===== config.mk =====
export PLATFORM = sky130hd
export DESIGN_NAME = pwm_pulse_pair_decoder_core
export DESIGN_NICKNAME = d
export VERILOG_FILES = /design/src/ppd_pkg.sv /design/src/pwm_pulse_pair_decoder_core.sv /design/src/ppd_cfg.sv /design/src/ppd_front.sv /design/src/ppd_cmd_queue.sv /design/src/ppd_back.sv
export SDC_FILE = /design/constraint.sdc
export NUM_CORES = 2
export LEC_CHECK = 0
export CAP_MARGIN = 0
export CORE_ASPECT_RATIO = 1.75
export CORE_MARGIN = 3
export CORE_UTILIZATION = 30
export CTS_BUF_LIST = sky130_fd_sc_hd__clkbuf_4 sky130_fd_sc_hd__clkbuf_8
export DETAILED_ROUTE_END_ITERATION = 12
export DONT_BUFFER_PORTS = 1
export PLACE_DENSITY = 0.51
export SYNTH_ARGS = -nofsm -noshare
export SYNTH_HDL_FRONTEND = slang
export SYNTH_SLANG_ARGS = --single-unit

===== constraint.sdc =====
create_clock -name clk -period 8.6 [get_ports clk]
set_input_delay 0.86 -clock clk [delete_from_list [all_inputs] [get_ports clk]]
set_output_delay 0.86 -clock clk [all_outputs]
set_load 0.02 [all_outputs]

===== src/ppd_pkg.sv =====
`default_nettype none
// ----------------------------------------------------------------------------
// ppd_pkg
// Shared types and constants of the pulse pair decoder: register map,
// classified pair commands, result record and tolerance arithmetic.
// ----------------------------------------------------------------------------
package ppd_pkg;

  // Code register width (8..64)
  localparam int CODE_WIDTH = 64;
  localparam int CNT_W      = 7;
  localparam int ADDR_W     = 4;

  // Register reset values
  localparam logic [15:0] SHORT_TIME_RST = 16'd230;
  localparam logic [15:0] LONG_TIME_RST  = 16'd1550;
  localparam logic [6:0]  TOL_PCT_RST    = 7'd20;
  localparam logic [6:0]  FRAME_BITS_RST = 7'd18;

  // Tolerance = max(TOL_FLOOR, short_time * percent / 100).
  // The divide by 100 is a multiply by ceil(2^30 / 100) and a shift; exact for
  // every product of a 16-bit time and a 7-bit percent.
  localparam int          TOL_W     = 17;
  localparam int          PROD_W    = 23;
  localparam int          RECIP_W   = 24;
  localparam int          TOL_SHIFT = 30;
  localparam logic [RECIP_W-1:0] TOL_RECIP = 24'd10737419;
  localparam logic [TOL_W-1:0]   TOL_FLOOR = 17'd160;

  typedef enum logic [1:0] {
    REG_SHORT_TIME = 2'd0,
    REG_LONG_TIME  = 2'd1,
    REG_TOL_PCT    = 2'd2,
    REG_FRAME_BITS = 2'd3
  } cfg_reg_t;

  typedef struct packed {
    logic [15:0]      short_time;
    logic [15:0]      long_time;
    logic [6:0]       tol_pct;
    logic [CNT_W-1:0] frame_target;  // frame_bits limited to CODE_WIDTH
  } cfg_t;

  typedef enum logic [1:0] {
    CMD_BIT     = 2'd0,  // valid bit, frame goes on
    CMD_BIT_END = 2'd1,  // valid bit followed by a gap, frame ends
    CMD_BAD     = 2'd2   // pair matches nothing, frame ends
  } cmd_kind_t;

  typedef struct packed {
    logic      start;
    logic      last;
    cmd_kind_t kind;
    logic      bit_val;
  } cmd_t;

  typedef struct packed {
    logic [63:0]      decoded_code;
    logic [CNT_W-1:0] bit_count;
    logic             success;
  } res_t;

endpackage
`default_nettype wire


===== src/pwm_pulse_pair_decoder_core.sv =====
`default_nettype none
// ----------------------------------------------------------------------------
// pwm_pulse_pair_decoder_core
// Pulse pair width decoder: classifies high/low pairs as 0 or 1 bits,
// collects them into a code and reports one result per frame.
// ----------------------------------------------------------------------------
// Path: the pair that ends a frame passes the front stages, the command queue
//   and the result queue before its result is on the out_ ports.
// Throughput: one pair per cycle while no stall further on raises full; the
//   tolerance multiply and divide are pipelined in the front.
// Reset (rst_n, synchronous): registers take their defaults, both queues
//   empty, and the decoder waits for a pair with frame_start set.
// ----------------------------------------------------------------------------
module pwm_pulse_pair_decoder_core (
  input  wire logic                       clk,
  input  wire logic                       rst_n,
  // input pairs
  input  wire logic                       push,
  output logic                            full,
  input  wire logic                       in_frame_start,
  input  wire logic [15:0]                in_high_time,
  input  wire logic [15:0]                in_low_time,
  input  wire logic                       in_last_pair,
  // results
  output logic                            empty,
  input  wire logic                       pop,
  output logic [63:0]                     out_decoded_code,
  output logic [ppd_pkg::CNT_W-1:0]       out_bit_count,
  output logic                            out_success,
  // configuration
  input  wire logic                       psel,
  input  wire logic                       penable,
  input  wire logic                       pwrite,
  input  wire logic [ppd_pkg::ADDR_W-1:0] paddr,
  input  wire logic [31:0]                pwdata,
  output logic      [31:0]                prdata,
  output logic                            pready
);
  import ppd_pkg::*;

  cfg_t cfg;
  cmd_t cmd_in, cmd_out;
  logic cmd_wr, cmd_full, cmd_empty, cmd_take;
  res_t res;

  // Registers: short/long nominal times, tolerance percent, frame length.
  ppd_cfg u_cfg (
    .clk     (clk),
    .rst_n   (rst_n),
    .psel    (psel),
    .penable (penable),
    .pwrite  (pwrite),
    .paddr   (paddr),
    .pwdata  (pwdata),
    .prdata  (prdata),
    .pready  (pready),
    .cfg     (cfg)
  );

  // Front: accept a pair and classify it into a bit, a bit plus gap, or bad.
  ppd_front u_front (
    .clk            (clk),
    .rst_n          (rst_n),
    .cfg            (cfg),
    .push           (push),
    .full           (full),
    .in_frame_start (in_frame_start),
    .in_high_time   (in_high_time),
    .in_low_time    (in_low_time),
    .in_last_pair   (in_last_pair),
    .cmd_wr         (cmd_wr),
    .cmd            (cmd_in),
    .cmd_full       (cmd_full)
  );

  // Decouple the classifier from the frame logic so either side can stall.
  ppd_cmd_queue u_cmd_queue (
    .clk     (clk),
    .rst_n   (rst_n),
    .wr_en   (cmd_wr),
    .wr_data (cmd_in),
    .q_full  (cmd_full),
    .rd_en   (cmd_take),
    .rd_data (cmd_out),
    .q_empty (cmd_empty)
  );

  // Back: advance the frame state and queue the result when a frame ends.
  ppd_back u_back (
    .clk          (clk),
    .rst_n        (rst_n),
    .frame_target (cfg.frame_target),
    .cmd_valid    (!cmd_empty),
    .cmd          (cmd_out),
    .cmd_take     (cmd_take),
    .empty        (empty),
    .pop          (pop),
    .res          (res)
  );

  assign out_decoded_code = res.decoded_code;
  assign out_bit_count    = res.bit_count;
  assign out_success      = res.success;

endmodule
`default_nettype wire


===== src/ppd_cfg.sv =====
`default_nettype none
// ----------------------------------------------------------------------------
// ppd_cfg
// APB register file: timing, tolerance and frame length registers.
// ----------------------------------------------------------------------------
module ppd_cfg (
  input  wire logic                      clk,
  input  wire logic                      rst_n,
  input  wire logic                      psel,
  input  wire logic                      penable,
  input  wire logic                      pwrite,
  input  wire logic [ppd_pkg::ADDR_W-1:0] paddr,
  input  wire logic [31:0]               pwdata,
  output logic      [31:0]               prdata,
  output logic                           pready,
  output ppd_pkg::cfg_t                  cfg
);
  import ppd_pkg::*;

  logic [15:0] short_time_r;
  logic [15:0] long_time_r;
  logic [6:0]  tol_pct_r;
  logic [6:0]  frame_bits_r;
  logic        wr_en;
  cfg_reg_t    reg_sel;

  assign pready  = 1'b1;
  assign wr_en   = psel && penable && pwrite && pready;
  assign reg_sel = cfg_reg_t'(paddr[3:2]);

  always_ff @(posedge clk) begin
    if (!rst_n) begin
      short_time_r <= SHORT_TIME_RST;
      long_time_r  <= LONG_TIME_RST;
      tol_pct_r    <= TOL_PCT_RST;
      frame_bits_r <= FRAME_BITS_RST;
    end else if (wr_en) begin
      unique case (reg_sel)
        REG_SHORT_TIME: short_time_r <= pwdata[15:0];
        REG_LONG_TIME:  long_time_r  <= pwdata[15:0];
        REG_TOL_PCT:    tol_pct_r    <= pwdata[6:0];
        REG_FRAME_BITS: frame_bits_r <= pwdata[6:0];
        default:        short_time_r <= short_time_r;
      endcase
    end
  end

  always_comb begin
    unique case (reg_sel)
      REG_SHORT_TIME: prdata = {16'd0, short_time_r};
      REG_LONG_TIME:  prdata = {16'd0, long_time_r};
      REG_TOL_PCT:    prdata = {25'd0, tol_pct_r};
      REG_FRAME_BITS: prdata = {25'd0, frame_bits_r};
      default:        prdata = 32'd0;
    endcase
  end

  assign cfg.short_time   = short_time_r;
  assign cfg.long_time    = long_time_r;
  assign cfg.tol_pct      = tol_pct_r;
  assign cfg.frame_target = (frame_bits_r > CNT_W'(CODE_WIDTH)) ? CNT_W'(CODE_WIDTH)
                                                                 : frame_bits_r;

endmodule
`default_nettype wire


===== src/ppd_front.sv =====
`default_nettype none
// ----------------------------------------------------------------------------
// ppd_front
// Accept pulse pairs and classify them: two stages work out the tolerance,
// then the pair is matched against short, long and gap and turned into a cmd.
// ----------------------------------------------------------------------------
module ppd_front (
  input  wire logic          clk,
  input  wire logic          rst_n,
  input  wire ppd_pkg::cfg_t cfg,
  input  wire logic          push,
  output logic               full,
  input  wire logic          in_frame_start,
  input  wire logic [15:0]   in_high_time,
  input  wire logic [15:0]   in_low_time,
  input  wire logic          in_last_pair,
  output logic               cmd_wr,
  output ppd_pkg::cmd_t      cmd,
  input  wire logic          cmd_full
);
  import ppd_pkg::*;

  localparam int MUL_W = PROD_W + RECIP_W;

  // stage 1: pair plus short_time * percent
  logic              s1_v_r;
  logic              s1_start_r, s1_last_r;
  logic [15:0]       s1_hi_r, s1_lo_r;
  logic [PROD_W-1:0] s1_prod_r;
  // stage 2: pair plus floored tolerance
  logic              s2_v_r;
  logic              s2_start_r, s2_last_r;
  logic [15:0]       s2_hi_r, s2_lo_r;
  logic [TOL_W-1:0]  s2_tol_r;

  logic              s1_ready, s2_ready, in_take;
  logic [MUL_W-1:0]  tol_mul;
  logic [TOL_W-1:0]  tol_q, tol_nxt;
  logic [15:0]       d_hl, d_hs, d_ll, d_ls;
  logic              hi_long, hi_short, lo_long, lo_short, gap;

  assign s2_ready = !s2_v_r || !cmd_full;
  assign s1_ready = !s1_v_r || s2_ready;
  assign full     = !s1_ready;
  assign in_take  = push && s1_ready;

  assign tol_mul = MUL_W'(s1_prod_r) * MUL_W'(TOL_RECIP);
  assign tol_q   = tol_mul[TOL_SHIFT +: TOL_W];
  assign tol_nxt = (tol_q < TOL_FLOOR) ? TOL_FLOOR : tol_q;

  always_ff @(posedge clk) begin
    if (!rst_n) begin
      s1_v_r <= 1'b0;
      s2_v_r <= 1'b0;
    end else begin
      if (s1_ready) s1_v_r <= push;
      if (s2_ready) s2_v_r <= s1_v_r;
    end
    if (in_take) begin
      s1_start_r <= in_frame_start;
      s1_last_r  <= in_last_pair;
      s1_hi_r    <= in_high_time;
      s1_lo_r    <= in_low_time;
      s1_prod_r  <= PROD_W'(cfg.short_time) * PROD_W'(cfg.tol_pct);
    end
    if (s2_ready && s1_v_r) begin
      s2_start_r <= s1_start_r;
      s2_last_r  <= s1_last_r;
      s2_hi_r    <= s1_hi_r;
      s2_lo_r    <= s1_lo_r;
      s2_tol_r   <= tol_nxt;
    end
  end

  // absolute differences against the nominal times
  assign d_hl = (s2_hi_r >= cfg.long_time)  ? s2_hi_r - cfg.long_time  : cfg.long_time  - s2_hi_r;
  assign d_hs = (s2_hi_r >= cfg.short_time) ? s2_hi_r - cfg.short_time : cfg.short_time - s2_hi_r;
  assign d_ll = (s2_lo_r >= cfg.long_time)  ? s2_lo_r - cfg.long_time  : cfg.long_time  - s2_lo_r;
  assign d_ls = (s2_lo_r >= cfg.short_time) ? s2_lo_r - cfg.short_time : cfg.short_time - s2_lo_r;

  assign hi_long  = {1'b0, d_hl} < s2_tol_r;
  assign hi_short = {1'b0, d_hs} < s2_tol_r;
  assign lo_long  = {1'b0, d_ll} < s2_tol_r;
  assign lo_short = {1'b0, d_ls} < s2_tol_r;
  assign gap      = {2'b00, s2_lo_r} > {cfg.long_time, 2'b00};

  always_comb begin
    cmd.start   = s2_start_r;
    cmd.last    = s2_last_r;
    cmd.kind    = CMD_BAD;
    cmd.bit_val = 1'b0;
    if (hi_long && lo_short) begin
      cmd.kind    = CMD_BIT;
      cmd.bit_val = 1'b1;
    end else if (hi_short && lo_long) begin
      cmd.kind    = CMD_BIT;
    end else if (hi_short && gap) begin
      cmd.kind    = CMD_BIT_END;
    end else if (hi_long && gap) begin
      cmd.kind    = CMD_BIT_END;
      cmd.bit_val = 1'b1;
    end
  end

  assign cmd_wr = s2_v_r && !cmd_full;

endmodule
`default_nettype wire


===== src/ppd_cmd_queue.sv =====
`default_nettype none
// ----------------------------------------------------------------------------
// ppd_cmd_queue
// Two-entry queue of classified pairs between front and back.
// ----------------------------------------------------------------------------
module ppd_cmd_queue (
  input  wire logic          clk,
  input  wire logic          rst_n,
  input  wire logic          wr_en,
  input  wire ppd_pkg::cmd_t wr_data,
  output logic               q_full,
  input  wire logic          rd_en,
  output ppd_pkg::cmd_t      rd_data,
  output logic               q_empty
);
  import ppd_pkg::*;

  cmd_t       mem_r [2];
  logic       wr_ptr_r, rd_ptr_r;
  logic [1:0] cnt_r;
  logic       do_wr, do_rd;

  assign q_full  = (cnt_r == 2'd2);
  assign q_empty = (cnt_r == 2'd0);
  assign do_wr   = wr_en && !q_full;
  assign do_rd   = rd_en && !q_empty;
  assign rd_data = mem_r[rd_ptr_r];

  always_ff @(posedge clk) begin
    if (!rst_n) begin
      wr_ptr_r <= 1'b0;
      rd_ptr_r <= 1'b0;
      cnt_r    <= 2'd0;
    end else begin
      if (do_wr) wr_ptr_r <= !wr_ptr_r;
      if (do_rd) rd_ptr_r <= !rd_ptr_r;
      if (do_wr && !do_rd)      cnt_r <= cnt_r + 2'd1;
      else if (do_rd && !do_wr) cnt_r <= cnt_r - 2'd1;
    end
    if (do_wr) mem_r[wr_ptr_r] <= wr_data;
  end

endmodule
`default_nettype wire


===== src/ppd_back.sv =====
`default_nettype none
// ----------------------------------------------------------------------------
// ppd_back
// Frame state: shift bits into the code register, end frames and queue one
// result per frame in a two-entry output queue.
// ----------------------------------------------------------------------------
module ppd_back (
  input  wire logic                      clk,
  input  wire logic                      rst_n,
  input  wire logic [ppd_pkg::CNT_W-1:0] frame_target,
  input  wire logic                      cmd_valid,
  input  wire ppd_pkg::cmd_t             cmd,
  output logic                           cmd_take,
  output logic                           empty,
  input  wire logic                      pop,
  output ppd_pkg::res_t                  res
);
  import ppd_pkg::*;

  logic [CODE_WIDTH-1:0] code_r, code_nxt;
  logic [CNT_W-1:0]      bits_r, bits_nxt;
  logic                  done_r, done_nxt;
  logic                  emit;
  res_t                  res_nxt;

  res_t       out_mem_r [2];
  logic       out_wr_ptr_r, out_rd_ptr_r;
  logic [1:0] out_cnt_r;
  logic       out_full, out_wr, out_rd;

  assign out_full = (out_cnt_r == 2'd2);
  assign cmd_take = cmd_valid && !out_full;

  always_comb begin
    code_nxt = code_r;
    bits_nxt = bits_r;
    done_nxt = done_r;
    emit     = 1'b0;
    if (cmd.start) begin
      code_nxt = '0;
      bits_nxt = '0;
      done_nxt = 1'b0;
    end
    if (!done_nxt) begin
      if (bits_nxt >= frame_target) begin
        emit = 1'b1;
      end else begin
        unique case (cmd.kind)
          CMD_BIT: begin
            code_nxt = {code_nxt[CODE_WIDTH-2:0], cmd.bit_val};
            bits_nxt = bits_nxt + CNT_W'(1);
          end
          CMD_BIT_END: begin
            code_nxt = {code_nxt[CODE_WIDTH-2:0], cmd.bit_val};
            bits_nxt = bits_nxt + CNT_W'(1);
            emit     = 1'b1;
          end
          default: emit = 1'b1;
        endcase
        if (bits_nxt >= frame_target || cmd.last) emit = 1'b1;
      end
    end
    if (emit) done_nxt = 1'b1;
    res_nxt.success      = (bits_nxt >= frame_target);
    res_nxt.bit_count    = bits_nxt;
    res_nxt.decoded_code = res_nxt.success ? 64'(code_nxt) : 64'd0;
  end

  assign out_wr = cmd_take && emit;
  assign out_rd = pop && !empty;
  assign empty  = (out_cnt_r == 2'd0);
  assign res    = out_mem_r[out_rd_ptr_r];

  always_ff @(posedge clk) begin
    if (!rst_n) begin
      code_r       <= '0;
      bits_r       <= '0;
      done_r       <= 1'b1;
      out_wr_ptr_r <= 1'b0;
      out_rd_ptr_r <= 1'b0;
      out_cnt_r    <= 2'd0;
    end else begin
      if (cmd_take) begin
        code_r <= code_nxt;
        bits_r <= bits_nxt;
        done_r <= done_nxt;
      end
      if (out_wr) out_wr_ptr_r <= !out_wr_ptr_r;
      if (out_rd) out_rd_ptr_r <= !out_rd_ptr_r;
      if (out_wr && !out_rd)      out_cnt_r <= out_cnt_r + 2'd1;
      else if (out_rd && !out_wr) out_cnt_r <= out_cnt_r - 2'd1;
    end
    if (out_wr) out_mem_r[out_wr_ptr_r] <= res_nxt;
  end

  a_out_cnt_range: assert property (@(posedge clk) disable iff (!rst_n)
    out_cnt_r != 2'd3)
    else $error("output queue count out of range");

  a_fail_zero_code: assert property (@(posedge clk) disable iff (!rst_n)
    (!empty && !res.success) |-> (res.decoded_code == 64'd0))
    else $error("failed frame carries a nonzero code");

  a_bits_bound: assert property (@(posedge clk) disable iff (!rst_n)
    bits_r <= CNT_W'(CODE_WIDTH))
    else $error("bit count beyond code width");

  a_emit_closes: assert property (@(posedge clk) disable iff (!rst_n)
    out_wr |=> done_r)
    else $error("frame still open after its result");

endmodule
`default_nettype wire


==> reports/metrics.yaml <==
worstPathCellList: "inv_1 -> fa_1 -> fa_1 -> fa_1 -> fa_1 -> inv_1 -> fa_1 -> fa_1 -> inv_1 -> fa_1 -> inv_1 -> ha_1 -> a211oi_2 -> o211ai_1 -> nand3_1 -> o211ai_2 -> a2111oi_2 -> nor3_1 -> or3_1 -> a221o_1 -> a2111oi_4 -> a21oi_1"
synth_edf_count: 262
syn2layout_area_growth_pct: 8.98
gp_congestion: 0.943
antenna_found_initial: 2
die_w_um: 265
synth_most_common_cell: "ha_1"
grt_max_degree: 73
hpwlAfterDp_um: 86700
crit_arrival_ns: 8.43
relSlewSlack_pct: 26.6
slew_viol_final: 0
synth_area_leaders: "edfxtp_1, ha_1, fa_1, dfxtp_1, inv_1"
max_freq_ghz: 0.125
status: "completed"
synthTopCellsByCount: "ha_1, inv_1, nand2_1"
rsz0062_at_grt: "no"
synth_flop_cell: "edfxtp_1"
worstPathMaxFanout: 8
ys_seq_area_share_pct: 29.8
vias: 24800
yosysWarnings: 0
grt_usage_pct: 17.6
clkLatencyLatePin_ns: 0.74
yosys_register_bits: 392
drtPass1Iterations: 5
drive_gt1_share_pct: 8.57
post_cts_buffers: 0
start_util_pct: 30.3
cpMostUsedCell: "fa_1"
slowest_stage: "fa_1"
wl_um: 107000
dieArea_um2: 121000
multi_input_area_um2: 22300
clock_skew_ns: 0.0492
worst_slew_pin_slew_ns: 1.10
hold_buffers: 0
wire_per_inst_um: 21.5
setup_viol: 0
period_minus_slack_ns: 8.00
synth_top_area_cell: "edfxtp_1"
post_cts_resize_count: 0
core_um2: 116000
synth_area_per_cell_um2: 10.3
rows: 165
netlist-cell-type-count: 78
required_ns: 9.03
ys_async_sr_fraction_pct: 0
n_fill_cell: 11800
layout.nets: 4269
worst-path-buf-inv: 4
drc: 0
drv_cap: 0
endpoint_kind: "flip-flop"
syn_inst: 3427
cts_sinks: 392
cts_root_buf: "clkbuf_8"
overflow: 0
synth_top_area_share_pct: 22.4
grt_first_pass_wirelength_um: 161000
portBuffers: 0
ios: 184
critPathTopFamily: "adder cells"
hold_violations: 0
clockBufferDepth: 3
max_stage_delay_ns: 0.66
grt_pass1_vias: 27000
netlist_area_um2: 35100
die_h_um: 459
ant_nets: 0
fin_crit_sh_pct: 93.0
start_kind: "flip-flop"
numCtsBuffers: 67
setup_tns_ns: 0
path_clk_slew_ns: 0.06
min_path_type: "primary input to flip-flop"
tritoncts: "built"
htree_levels: 3
regArea_um2: 10500
via_per_inst: 4.99
drt_iter0_drc: 1167
crit_type: "flip-flop to flip-flop"
[path summary, 6_finish.rpt]
check	from	to	slack (ns)	cells past startpoint
worst max register to register	u_front.s1_prod_r[7]	u_front.s2_tol_r[2]	0.60	22
worst min register to register	u_front.s1_hi_r[7]	u_front.s2_hi_r[7]	0.40	0
worst max-delay path	u_front.s1_prod_r[7]	u_front.s2_tol_r[2]	0.60	22
worst min-delay path	in_low_time[9]	u_front.s1_lo_r[9]	0.21	0
[per-stage QoR]
stage	cell area (µm²)	util, %	cells	setup WS [ns]	hold WS, ns
floorplan	35200	-	3442	0.517	0.400
global placement	36800	31.8	4847	0.528	0.401
detailed placement	36800	31.8	4847	0.501	0.406
CTS	38300	33.1	4970	0.483	0.122
global route	38300	33.1	4971	0.143	0.152
finish	38300	33.1	4971	0.600	0.209
[state kept, by name, indices dropped and copies added, names as in the netlist, 2 cells and up, named ones only]
register / cells
u_back.out_mem_r: 144
u_back.code_r: 64
u_front.s1_prod_r: 23
u_front.s2_tol_r: 17
u_cfg.long_time_r: 16
u_cfg.short_time_r: 16
u_front.s1_hi_r: 16
u_front.s1_lo_r: 16
u_front.s2_hi_r: 16
u_front.s2_lo_r: 16
u_cmd_queue.mem_r: 10
u_back.bits_r: 7
u_cfg.frame_bits_r: 7
u_cfg.tol_pct_r: 7
u_back.out_cnt_r: 2
u_cmd_queue.cnt_r: 2
[metal layers]
metal | track usage [%] | part of all wire [%] | vias up
li1 | - | - | 11700
met1 | 16.4 | 33 | 12200
met2 | 34.7 | 55 | 601
met3 | 3.09 | 4.0 | 294
met4 | 11.7 | 7.7 | 0
met5 | 0 | 0 | -
[kinds of logic (layout without fill, tap and decap cells)]
group | count (synthesis) | count (layout) | synth area share [%]
and+or+nand+nor | 664 | 664 | 8.73
xor gates and xnor gates | 108 | 108 | 2.69
adders and majority gates | 779 | 779 | 33.6
DFF | 392 | 392 | 29.8
AOI/OAI and AO/OA | 698 | 698 | 13.3
buffers and inverters | 634 | 659 | 7.03
other | 2 | 18 | 0.0214
muxes | 150 | 150 | 4.83
[worst register-to-register path: cells and delay by family, from the launching register on]
kind	cells	cell delay [ns]
compound gates	7	2.30
fa+ha+maj	8	3.91
buf+inv	4	0.35
simple gates	3	0.62
flops	1	0.55
[layout by cell type (no fill, tap or decap), types with 30 or more instances in the layout]
cell type  instances
a21boi_0          32
a21o_1            80
a21oi_1          209
a22o_1            65
and2_1            49
buf_4             40
clkbuf_8          72
dfxtp_1          129
edfxtp_1         262
fa_1             272
ha_1             507
inv_1            495
mux2_2            87
mux2i_1           56
nand2_1          310
nor2_1           116
nor2b_1           30
nor3_1            33
o21a_1            32
o21ai_0           83
o21bai_1          31
xnor2_1           69
xor2_1            39
[layout make-up]
class                   count  share of cell area, %
multi-input cells        2416                   58.3
flip-flops and latches    392                   27.4
well taps                1503                   4.91
inverters                 496                   4.86
clock buffers              98                   3.10
repair buffers             40                  0.784
clock inverters            25                  0.673
diodes                      1                0.00654
Power is not shown: default switching activity piles up to over one toggle a cycle in this logic, so the estimate is an artifact.
